## src/hdl/mcep_pkg.sv

```systemverilog
// ----------------------------------------------------------------------------
// MIDI channel event parser package
// Shared types, event type codes and the parameter count decode.
// ----------------------------------------------------------------------------
package mcep_pkg;

  localparam logic [3:0] TYPE_NOTE_OFF   = 4'h8;
  localparam logic [3:0] TYPE_CTRL       = 4'hB;
  localparam logic [3:0] TYPE_PROGRAM    = 4'hC;
  localparam logic [3:0] TYPE_CHAN_PRESS = 4'hD;
  localparam logic [3:0] TYPE_PITCH_BEND = 4'hE;

  localparam int unsigned DeltaWidth = 28;

  typedef struct packed {
    logic [DeltaWidth-1:0] delta_time;
    logic [3:0]            event_type;
    logic [3:0]            channel;
    logic [7:0]            param_one;
    logic [7:0]            param_two;
    logic [1:0]            param_count;
    logic                  delta_overflow;
  } result_t;

  function automatic logic [1:0] params_needed(input logic [3:0] ev_type);
    logic [1:0] cnt;
    cnt = 2'd0;
    if ((ev_type >= TYPE_NOTE_OFF && ev_type <= TYPE_CTRL) ||
        ev_type == TYPE_PITCH_BEND) begin
      cnt = 2'd2;
    end else if (ev_type == TYPE_PROGRAM || ev_type == TYPE_CHAN_PRESS) begin
      cnt = 2'd1;
    end
    return cnt;
  endfunction

endpackage

```

## src/hdl/midi_channel_event_parser_core.sv

```systemverilog
// ----------------------------------------------------------------------------
// MIDI channel event parser core
// Parses a track byte stream into channel events with delta times.
// ----------------------------------------------------------------------------
// Each accepted byte is registered, applied to the parse state and, if it
// completes an event, written to the result register; a byte can be accepted
// every cycle while the result side keeps up. The last byte of an event passes
// the input register and then the result register. A pending result only
// stalls input when it is not taken and the next byte completes another event.
module midi_channel_event_parser_core (
  input  logic        clk,
  input  logic        rst_n,
  input  logic        in_valid,
  output logic        in_ready,
  input  logic [7:0]  in_data_byte,
  output logic        out_valid,
  input  logic        out_ready,
  output logic [27:0] out_delta_time,
  output logic [3:0]  out_event_type,
  output logic [3:0]  out_channel,
  output logic [7:0]  out_param_one,
  output logic [7:0]  out_param_two,
  output logic [1:0]  out_param_count,
  output logic        out_delta_overflow
);

  logic              held_valid;
  logic [7:0]        held_byte;
  logic              emit;
  logic              free;
  logic              step;
  mcep_pkg::result_t step_result;
  mcep_pkg::result_t out_result;

  assign step = held_valid && (!emit || free);

  mcep_in_stage u_in (
    .clk          (clk),
    .rst_n        (rst_n),
    .in_valid     (in_valid),
    .in_ready     (in_ready),
    .in_data_byte (in_data_byte),
    .consume      (step),
    .held_valid   (held_valid),
    .held_byte    (held_byte)
  );

  mcep_parser u_parser (
    .clk       (clk),
    .rst_n     (rst_n),
    .step      (step),
    .data_byte (held_byte),
    .emit      (emit),
    .result    (step_result)
  );

  mcep_out_stage u_out (
    .clk        (clk),
    .rst_n      (rst_n),
    .load       (step && emit),
    .result_in  (step_result),
    .free       (free),
    .out_valid  (out_valid),
    .out_ready  (out_ready),
    .result_out (out_result)
  );

  assign out_delta_time     = out_result.delta_time;
  assign out_event_type     = out_result.event_type;
  assign out_channel        = out_result.channel;
  assign out_param_one      = out_result.param_one;
  assign out_param_two      = out_result.param_two;
  assign out_param_count    = out_result.param_count;
  assign out_delta_overflow = out_result.delta_overflow;

  a_count_range: assert property (@(posedge clk) disable iff (!rst_n)
    out_valid |-> out_param_count != 2'd3)
    else $error("param count out of range");

  a_absent_params_zero: assert property (@(posedge clk) disable iff (!rst_n)
    (out_valid && out_param_count == 2'd0) |-> (out_param_one == 8'd0 &&
                                                out_param_two == 8'd0))
    else $error("absent parameters not zero");

  a_stall_cause: assert property (@(posedge clk) disable iff (!rst_n)
    !in_ready |-> (out_valid && !out_ready && held_valid && emit))
    else $error("input stalled without a blocked result");

endmodule

```

## src/hdl/mcep_in_stage.sv

```systemverilog
// ----------------------------------------------------------------------------
// MIDI channel event parser input stage
// Registers one incoming byte and holds it until the parser consumes it.
// ----------------------------------------------------------------------------
module mcep_in_stage (
  input  logic       clk,
  input  logic       rst_n,
  input  logic       in_valid,
  output logic       in_ready,
  input  logic [7:0] in_data_byte,
  input  logic       consume,
  output logic       held_valid,
  output logic [7:0] held_byte
);

  logic       valid_r;
  logic       valid_nxt;
  logic [7:0] byte_r;

  assign in_ready  = !valid_r || consume;
  assign valid_nxt = (in_valid && in_ready) || (valid_r && !consume);

  always_ff @(posedge clk) begin
    if (!rst_n) begin
      valid_r <= 1'b0;
    end else begin
      valid_r <= valid_nxt;
    end
  end

  always_ff @(posedge clk) begin
    if (in_valid && in_ready) begin
      byte_r <= in_data_byte;
    end
  end

  assign held_valid = valid_r;
  assign held_byte  = byte_r;

endmodule

```

## src/hdl/mcep_parser.sv

```systemverilog
// ----------------------------------------------------------------------------
// MIDI channel event parser step logic
// Holds the parse state and applies one byte per step.
// ----------------------------------------------------------------------------
module mcep_parser (
  input  logic                clk,
  input  logic                rst_n,
  input  logic                step,
  input  logic [7:0]          data_byte,
  output logic                emit,
  output mcep_pkg::result_t   result
);

  localparam logic [1:0] PH_DELTA  = 2'd0;
  localparam logic [1:0] PH_STATUS = 2'd1;
  localparam logic [1:0] PH_PARAM1 = 2'd2;
  localparam logic [1:0] PH_PARAM2 = 2'd3;

  logic [1:0]                      phase_r, phase_nxt;
  logic [mcep_pkg::DeltaWidth-1:0] acc_r, acc_nxt;
  logic [2:0]                      len_r, len_nxt;
  logic                            ovf_r, ovf_nxt;
  logic [3:0]                      type_r, type_nxt;
  logic [3:0]                      chan_r, chan_nxt;
  logic [7:0]                      p1_r, p1_nxt;
  logic [1:0]                      need_cur;
  logic [1:0]                      need_new;

  assign need_cur = mcep_pkg::params_needed(type_r);
  assign need_new = mcep_pkg::params_needed(data_byte[7:4]);

  always_comb begin
    phase_nxt = phase_r;
    acc_nxt   = acc_r;
    len_nxt   = len_r;
    ovf_nxt   = ovf_r;
    type_nxt  = type_r;
    chan_nxt  = chan_r;
    p1_nxt    = p1_r;
    emit      = 1'b0;
    result    = '0;
    result.delta_time     = acc_r;
    result.delta_overflow = ovf_r;
    result.event_type     = type_r;
    result.channel        = chan_r;
    unique case (phase_r)
      PH_DELTA: begin
        if (len_r >= 3'd4) begin
          ovf_nxt = 1'b1;
        end
        if (len_r != 3'd7) begin
          len_nxt = len_r + 3'd1;
        end
        acc_nxt = {acc_r[mcep_pkg::DeltaWidth-8:0], data_byte[6:0]};
        if (!data_byte[7]) begin
          phase_nxt = PH_STATUS;
        end
      end
      PH_STATUS: begin
        type_nxt          = data_byte[7:4];
        chan_nxt          = data_byte[3:0];
        result.event_type = data_byte[7:4];
        result.channel    = data_byte[3:0];
        if (need_new == 2'd0) begin
          emit = 1'b1;
        end else begin
          phase_nxt = PH_PARAM1;
        end
      end
      PH_PARAM1: begin
        if (need_cur == 2'd2) begin
          p1_nxt    = data_byte;
          phase_nxt = PH_PARAM2;
        end else begin
          emit               = 1'b1;
          result.param_one   = data_byte;
          result.param_count = 2'd1;
        end
      end
      PH_PARAM2: begin
        emit               = 1'b1;
        result.param_one   = p1_r;
        result.param_two   = data_byte;
        result.param_count = 2'd2;
      end
      default: begin
        phase_nxt = PH_DELTA;
      end
    endcase
    if (emit) begin
      phase_nxt = PH_DELTA;
      acc_nxt   = '0;
      len_nxt   = 3'd0;
      ovf_nxt   = 1'b0;
    end
  end

  always_ff @(posedge clk) begin
    if (!rst_n) begin
      phase_r <= PH_DELTA;
      acc_r   <= '0;
      len_r   <= 3'd0;
      ovf_r   <= 1'b0;
      type_r  <= 4'd0;
      chan_r  <= 4'd0;
      p1_r    <= 8'd0;
    end else if (step) begin
      phase_r <= phase_nxt;
      acc_r   <= acc_nxt;
      len_r   <= len_nxt;
      ovf_r   <= ovf_nxt;
      type_r  <= type_nxt;
      chan_r  <= chan_nxt;
      p1_r    <= p1_nxt;
    end
  end

endmodule

```

## src/hdl/mcep_out_stage.sv

```systemverilog
// ----------------------------------------------------------------------------
// MIDI channel event parser output stage
// Registers one event result and holds it until the transfer completes.
// ----------------------------------------------------------------------------
module mcep_out_stage (
  input  logic              clk,
  input  logic              rst_n,
  input  logic              load,
  input  mcep_pkg::result_t result_in,
  output logic              free,
  output logic              out_valid,
  input  logic              out_ready,
  output mcep_pkg::result_t result_out
);

  logic              valid_r;
  logic              valid_nxt;
  mcep_pkg::result_t data_r;

  assign free      = !valid_r || out_ready;
  assign valid_nxt = load || (valid_r && !out_ready);

  always_ff @(posedge clk) begin
    if (!rst_n) begin
      valid_r <= 1'b0;
    end else begin
      valid_r <= valid_nxt;
    end
  end

  always_ff @(posedge clk) begin
    if (load) begin
      data_r <= result_in;
    end
  end

  assign out_valid  = valid_r;
  assign result_out = data_r;

endmodule
```

## config.mk

```make
export PLATFORM = sky130hd
export DESIGN_NAME = midi_channel_event_parser_core
export DESIGN_NICKNAME = d
export VERILOG_FILES = /design/src/hdl/mcep_pkg.sv /design/src/hdl/midi_channel_event_parser_core.sv /design/src/hdl/mcep_in_stage.sv /design/src/hdl/mcep_parser.sv /design/src/hdl/mcep_out_stage.sv
export SDC_FILE = /design/constraint.sdc
export NUM_CORES = 1
export LEC_CHECK = 0
export CORE_ASPECT_RATIO = 1.2
export CORE_MARGIN = 1.5
export CORE_UTILIZATION = 56
export DETAILED_ROUTE_END_ITERATION = 12
export DONT_BUFFER_PORTS = 1
export GPL_TIMING_DRIVEN = 1
export PLACE_DENSITY = 0.71
export RECOVER_POWER = 100
export SETUP_SLACK_MARGIN = 0.5
export SLEW_MARGIN = 20
export SYNTH_ARGS = -nofsm -noshare
export SYNTH_HDL_FRONTEND = slang
export SYNTH_SLANG_ARGS = --single-unit
```

## constraint.sdc

```tcl
create_clock -name clk -period 4 [get_ports clk]
set_clock_uncertainty 0.05 [all_clocks]
set_input_delay 0.6 -clock clk [delete_from_list [all_inputs] [get_ports clk]]
set_output_delay 0.6 -clock clk [all_outputs]
set_load 0.02 [all_outputs]
```

## Word level (Yosys, flattened, before mapping)

Index checks and enable logic that the tools add are counted.

- Bits in registers: 115
- Input bits: 12
- Output and inout port bits: 57
- Logic and storage cells: 95

- Reductions and logical operators: 33
- Eq/ne operators: 14
- Muxes and demuxes: 25
- Magnitude comparators: 5
- $add $sub $neg: 1

Operators with widths:

| cell | count |
|---|---|
| 28-bit two-way mux | 2 |
| 4-bit == test, second input constant | 6 |
| 8-bit two-way mux | 2 |
| 8-bit case mux with 2 select lines | 1 |
| 2-bit two-way mux | 6 |
| 1-bit logical OR | 9 |
| 3-bit two-way mux | 3 |
| 3-bit inequality test, second input constant | 3 |
| 3-bit AND reduction | 3 |
| 4-bit greater-or-equal comparator, second input constant | 2 |
| 4-bit <= comparator, second input constant | 2 |
| 1-bit two-way mux | 8 |
| 1-bit logical AND | 7 |
| 2-bit == test, second input constant | 3 |
| 2-bit case mux with 3 select lines | 1 |
| 2-bit nonzero test | 3 |
| 1-bit logical NOT | 5 |
| 5-bit AND reduction | 1 |
| 2-bit logical NOT | 2 |
| 2-bit case mux with 2 select lines | 1 |
| 2-bit AND reduction | 2 |
| 4-bit nonzero test | 1 |
| 3-bit by 1-bit adder with 3-bit output, second input constant | 1 |
| 3-bit greater-or-equal comparator, second input constant | 1 |
| other kinds (3) | 3 |

## Depth between registers and ports, before layout

- Depth after elaboration: 13
- Gate-level depth with buffers: 8
- Depth with buffers taken out: 7

## By module

From an unflattened synthesis, not the netlist that was laid out.

- Cells, all modules: 314
- Area, all modules: 4,355.4 um2

By module, submodules not included:

| module | area an instance (um2) | times used | cells each |
|---|---|---|---|
| mcep_parser | 2,338.5 | 1 | 239 |
| mcep_out_stage | 1,700.4 | 1 | 59 |
| mcep_in_stage | 297.8 | 1 | 13 |
| midi_channel_event_parser_core | 18.8 | 1 | 3 |

## Worst setup path after synthesis

OpenSTA, ideal clock, no wires.

- Path type: register to register
- Start: reg u_parser.phase_r[0]
- End: reg u_out.data_r, in the netlist u_out.result_out[0] (enable)
- Cell stages (with the launch flop): 7
- Arrival time: 3.441 ns
- Path slack: 0.041 ns
- Buffers on the path: 0
- Required time: 3.482 ns
- Cells stage by stage: dfxtp_1 inv_1 ha_1 nor2b_4 a31o_4 o31ai_4 nor2_1

- Longest elaborated chain between the ends: 6

Ends and longest elaborated chain:

| element | line | RTL |
|---|---|---|
| start: declaration | mcep_parser.sv:19 | `logic [1:0] phase_r, phase_nxt;` |
| start signal: assignment | mcep_parser.sv:108 | `phase_r <= phase_nxt;` |
| 2-bit == test / 2-bit by 1-bit == test with 1-bit output (equally long branches) | mcep_parser.sv:46 | `unique case (phase_r)` |
| 1-bit case mux with 3 select lines * | mcep_parser.sv:46 |  |
| 1-bit logical NOT | midi_channel_event_parser_core.sv:35 | `assign step = held_valid && (!emit \|\| free);` |
| 1-bit logical OR | midi_channel_event_parser_core.sv:35 |  |
| 1-bit logical AND | midi_channel_event_parser_core.sv:35 |  |
| 1-bit logical AND * | midi_channel_event_parser_core.sv:60 | `.load (step && emit),` |
| named net u_out.load | mcep_out_stage.sv:8 | `input logic load,` |
| end signal: assignment | mcep_out_stage.sv:33 | `data_r <= result_in;` |
| end: declaration | mcep_out_stage.sv:18 | `mcep_pkg::result_t data_r;` |

The timed path passes the listed nets; every way through them passes the cells marked *.
A chain may end at the register's enable or synchronous reset.

## Final worst setup path

- Start: reg u_parser.phase_r[0]
- End: reg u_parser.p1_r[0]

- Longest elaborated chain between the ends: 6

Ends and longest elaborated chain:

| element | line | RTL |
|---|---|---|
| 2-bit == test / 2-bit by 1-bit == test with 1-bit output (equally long branches) | mcep_parser.sv:46 |  |
| 1-bit case mux with 3 select lines | mcep_parser.sv:46 |  |
| 1-bit logical NOT | midi_channel_event_parser_core.sv:35 |  |
| 1-bit logical OR | midi_channel_event_parser_core.sv:35 |  |
| 1-bit logical AND | midi_channel_event_parser_core.sv:35 |  |
| 3-bit AND reduction (no source line) * | - |  |
| end signal: assignment | mcep_parser.sv:114 | `p1_r <= p1_nxt;` |
| end: declaration | mcep_parser.sv:25 | `logic [7:0] p1_r, p1_nxt;` |

Every way passes the cells marked *; elsewhere a longest branch is shown, timed or not.

==> flow_metrics.env <==
export IMPL_fmax_mhz=288
export IMPL_grt_pass1_wl_mm=12.6
export IMPL_power_total_mw=2.83
export IMPL_fill_cells=549
export IMPL_powerDensity_nw_per_um2=593
export IMPL_via_count=2524
export IMPL_cts_resized=0
export IMPL_worstMarginPinSlew_ps=1190
export IMPL_antenna_found_initial=0
export IMPL_track_usage=0.214
export IMPL_fin_util=0.653
export IMPL_dp_hpwl_mm=4.88
export IMPL_min_path_type="input port to register"
export IMPL_comb_power_share=0.067
export IMPL_period_needed_ps=3470
export IMPL_drt_total_wl_mm=7.98
export IMPL_clk_path_buf_depth=2
export IMPL_clk_latency_ps=510
export IMPL_ys_ff_latch=115
export IMPL_viasPerCell=5.86
export IMPL_synth_xor_area_frac=0
export IMPL_async_flop_share=0
export IMPL_gp_congestion=0.763
export IMPL_critPathLaunchType="register"
export IMPL_synth_top_family_by_area="compound AO/OA/AOI/OAI gates"
export IMPL_final_max_slew_viol_count=0
export IMPL_pin_count=69
export IMPL_post_cts_repair_setup_buffers=0
export IMPL_syn_avg_cell_area_sq_um=13.1
export IMPL_tns_ps=0
export IMPL_synthAdderAreaFrac=0.0205
export IMPL_fp_dieW_um=82.7
export IMPL_cts_htree_levels=4
export IMPL_critPathRequiredTime_ps=4370
export IMPL_synth_compound_area_frac=0.128
export IMPL_irDropWorstVdd_mv=0.418
export IMPL_swShare=0.235
export IMPL_cts_tree="built"
export IMPL_drc=0
export IMPL_rows=34
export IMPL_clk_pin_slew_worst_paths_ps=60
export IMPL_drtIter0Drc=178
export IMPL_synthFlopType="edfxtp_1"
export IMPL_reg2reg_depth=7
export IMPL_grt_overflow=0
export IMPL_cts_buffers=17
export IMPL_grt_max_degree=52
export IMPL_hold_path_startpoint="in_data_byte[4]"
export IMPL_netSwitchingPower_mw=0.667
export IMPL_synthCells=326
export IMPL_root_buffer="clkbuf_8"
export IMPL_critPathKind="register to register"
export IMPL_r2r_slack_ps=530
export IMPL_synthToLayoutAreaGrowth_pct=12.1
export IMPL_hold_ws_ps=129
export IMPL_syn_cell_area_sq_um=4260
export IMPL_hold_buffers=0
export IMPL_critPathMaxFanout=15
export IMPL_core_sq_um=7320
export IMPL_status="finished, final reports clean"
export IMPL_whs_path_depth=0
export IMPL_cts_sinks=115
export IMPL_reg2reg_to="u_parser.p1_r[0]$_SDFFE_PN0P_"
export IMPL_num_antenna_cells=0
export IMPL_grt_setup_unrepaired="no"
export IMPL_finalCritPeriodShare=0.868
export IMPL_synthSimpleGateAreaFrac=0.0942
export IMPL_finalSetupViolCount=0
export IMPL_intPower_mw=2.17
export IMPL_drive_above_1_share=0.123
export IMPL_leakage_nw=1.78
export IMPL_syn_nets=345
export IMPL_fin_nets=347
export IMPL_cp_end_kind="register"
export IMPL_first_global_vias=2475
export IMPL_drt_pre_antenna_iters=4
export IMPL_initial_core_util=0.583
export IMPL_arrival_ps=3850
export IMPL_slew_headroom=0.204
export IMPL_cap_violations=0
export IMPL_clkPwrFrac=0.469
export IMPL_drtAntennaViolNets=0
export IMPL_hold_viol=0
export IMPL_yosys_warnings=0
export IMPL_holdPathEnd="u_in.held_byte[4]$_DFFE_PP_"
export IMPL_port_buffers=0
export IMPL_synth_mux_area_fraction=0.0469
export IMPL_p_seq_frac=0.464
export IMPL_synth_cell_types=37
export IMPL_dieHeight_um=98.6
export IMPL_ys_seq_area_frac=0.688
export IMPL_die_area_sq_um=8150
export IMPL_wl_per_cell_um=18.5
export IMPL_r2r_start="u_parser.phase_r[0]$_SDFFE_PN0P_"
export IMPL_synth_edf_count=63
cells by family after synthesis:
kind of cell / count (synthesis)
compound gates: 76
fa+ha+maj: 7
buf+inv: 24
flops: 115
mux: 19
simple gates: 85
per-stage QoR:
stage | cell area (sq um) | setup WS, ps | instances
final | 4780 | 527 | 431
after CTS | 4850 | 723 | 431
after global placement | 4320 | 1300 | 399
after global routing | 4780 | 258 | 431
after detailed placement | 4320 | 1210 | 399
after floorplan | 4270 | 967 | 326
cell usage after synthesis (3+ instances only):
master    number  area (sq um)
edfxtp_1      63          1890
nand2_1       53           199
dfxtp_1       52          1040
o22ai_1       28           175
clkbuf_1      13          48.8
a21oi_1       12          60.1
mux2i_1       11           110
nand3_1       10          50.1
o21ai_0       10          50.1
and2_1         9          56.3
a22o_1         8          70.1
mux2_2         8          90.1
ha_1           7          87.6
inv_1          6          22.5
nor2_1         5          18.8
buf_2          4          20.0
a311oi_1       3          26.3
sequential cells by signal, indices dropped and copies added, names as in the netlist, 2 cells and up:
| name | cells |
|---|---|
| u_parser.chan_r | 4 |
| u_parser.acc_r | 28 |
| u_parser.p1_r | 8 |
| u_parser.type_r | 4 |
| u_parser.len_r | 3 |
| u_in.held_byte | 8 |
| u_parser.phase_r | 2 |
| u_out.result_out | 55 |
worst max path at each step:
| stage | startpoint | to | cells past startpoint |
|---|---|---|---|
| finish | u_parser.phase_r[0]$_SDFFE_PN0P_ | u_parser.p1_r[0]$_SDFFE_PN0P_ | 7 |
| global route | u_parser.phase_r[0]$_SDFFE_PN0P_ | u_parser.p1_r[6]$_SDFFE_PN0P_ | 7 |
| CTS | u_parser.phase_r[0]$_SDFFE_PN0P_ | in_ready | 5 |
| detailed placement | u_parser.phase_r[0]$_SDFFE_PN0P_ | u_out.result_out[42]$_DFFE_PP_ | 5 |
| global placement | u_parser.phase_r[0]$_SDFFE_PN0P_ | u_out.result_out[36]$_DFFE_PP_ | 5 |
| floorplan | u_parser.phase_r[0]$_SDFFE_PN0P_ | u_out.result_out[0]$_DFFE_PP_ | 6 |
power groups by stage:
stage / clock network (mW) / logic (mW) / registers [mW]
after floorplan: 0 / 0.176 / 1.33
after global placement: 0 / 0.198 / 1.34
after detailed placement: 0 / 0.201 / 1.34
after CTS: 1.35 / 0.203 / 1.32
after global routing: 1.41 / 0.210 / 1.32
final: 1.33 / 0.190 / 1.31
placed cells by master (no fill, tap or decap), types with 2 or more instances in the layout:
cell,n
o31ai_1,2
nor2b_1,2
and2_1,7
edfxtp_1,63
a21oi_1,12
clkinvlp_4,3
o21a_1,2
a21o_1,2
nor3_1,2
nand3_1,10
a311oi_1,3
mux2_2,8
clkbuf_16,16
a22o_1,8
dfxtp_1,52
clkinv_2,5
o22ai_1,28
mux2i_1,11
o21ai_0,10
ha_1,7
and2_0,2
nand2_1,53
inv_1,6
nor2_1,5
clkinv_4,4
area by class of cell:
cell class	instances	area, sq um	share of cell area
Timing Repair Buffer	1	7.51	0.00157
Tap cell	90	113	0.0236
Clock buffer	18	418	0.0874
Multi-Input combinational cell	187	1170	0.245
Clock inverter	14	116	0.0243
Sequential cell	115	2930	0.614
Inverter	6	22.5	0.00471
per-layer routing:
| layer | global-route usage | vias up | wire, um |
|---|---|---|---|
| li1 | - | 1216 | - |
| met1 | 0.260 | 1233 | 3450 |
| met2 | 0.339 | 67 | 4110 |
| met3 | 0.0843 | 8 | 316 |
| met4 | 0.0846 | 0 | 111 |
| met5 | 0 | - | 0 |
critical path, cell delays in order (launching register included):
cell	delay (ps)
dfxtp_1	440
inv_1	100
ha_1	250
nor2b_1	160
a31o_1	370
o31ai_1	1000
nand4_1	690
mux2i_1	330
Power figures use the tool's default switching activity.
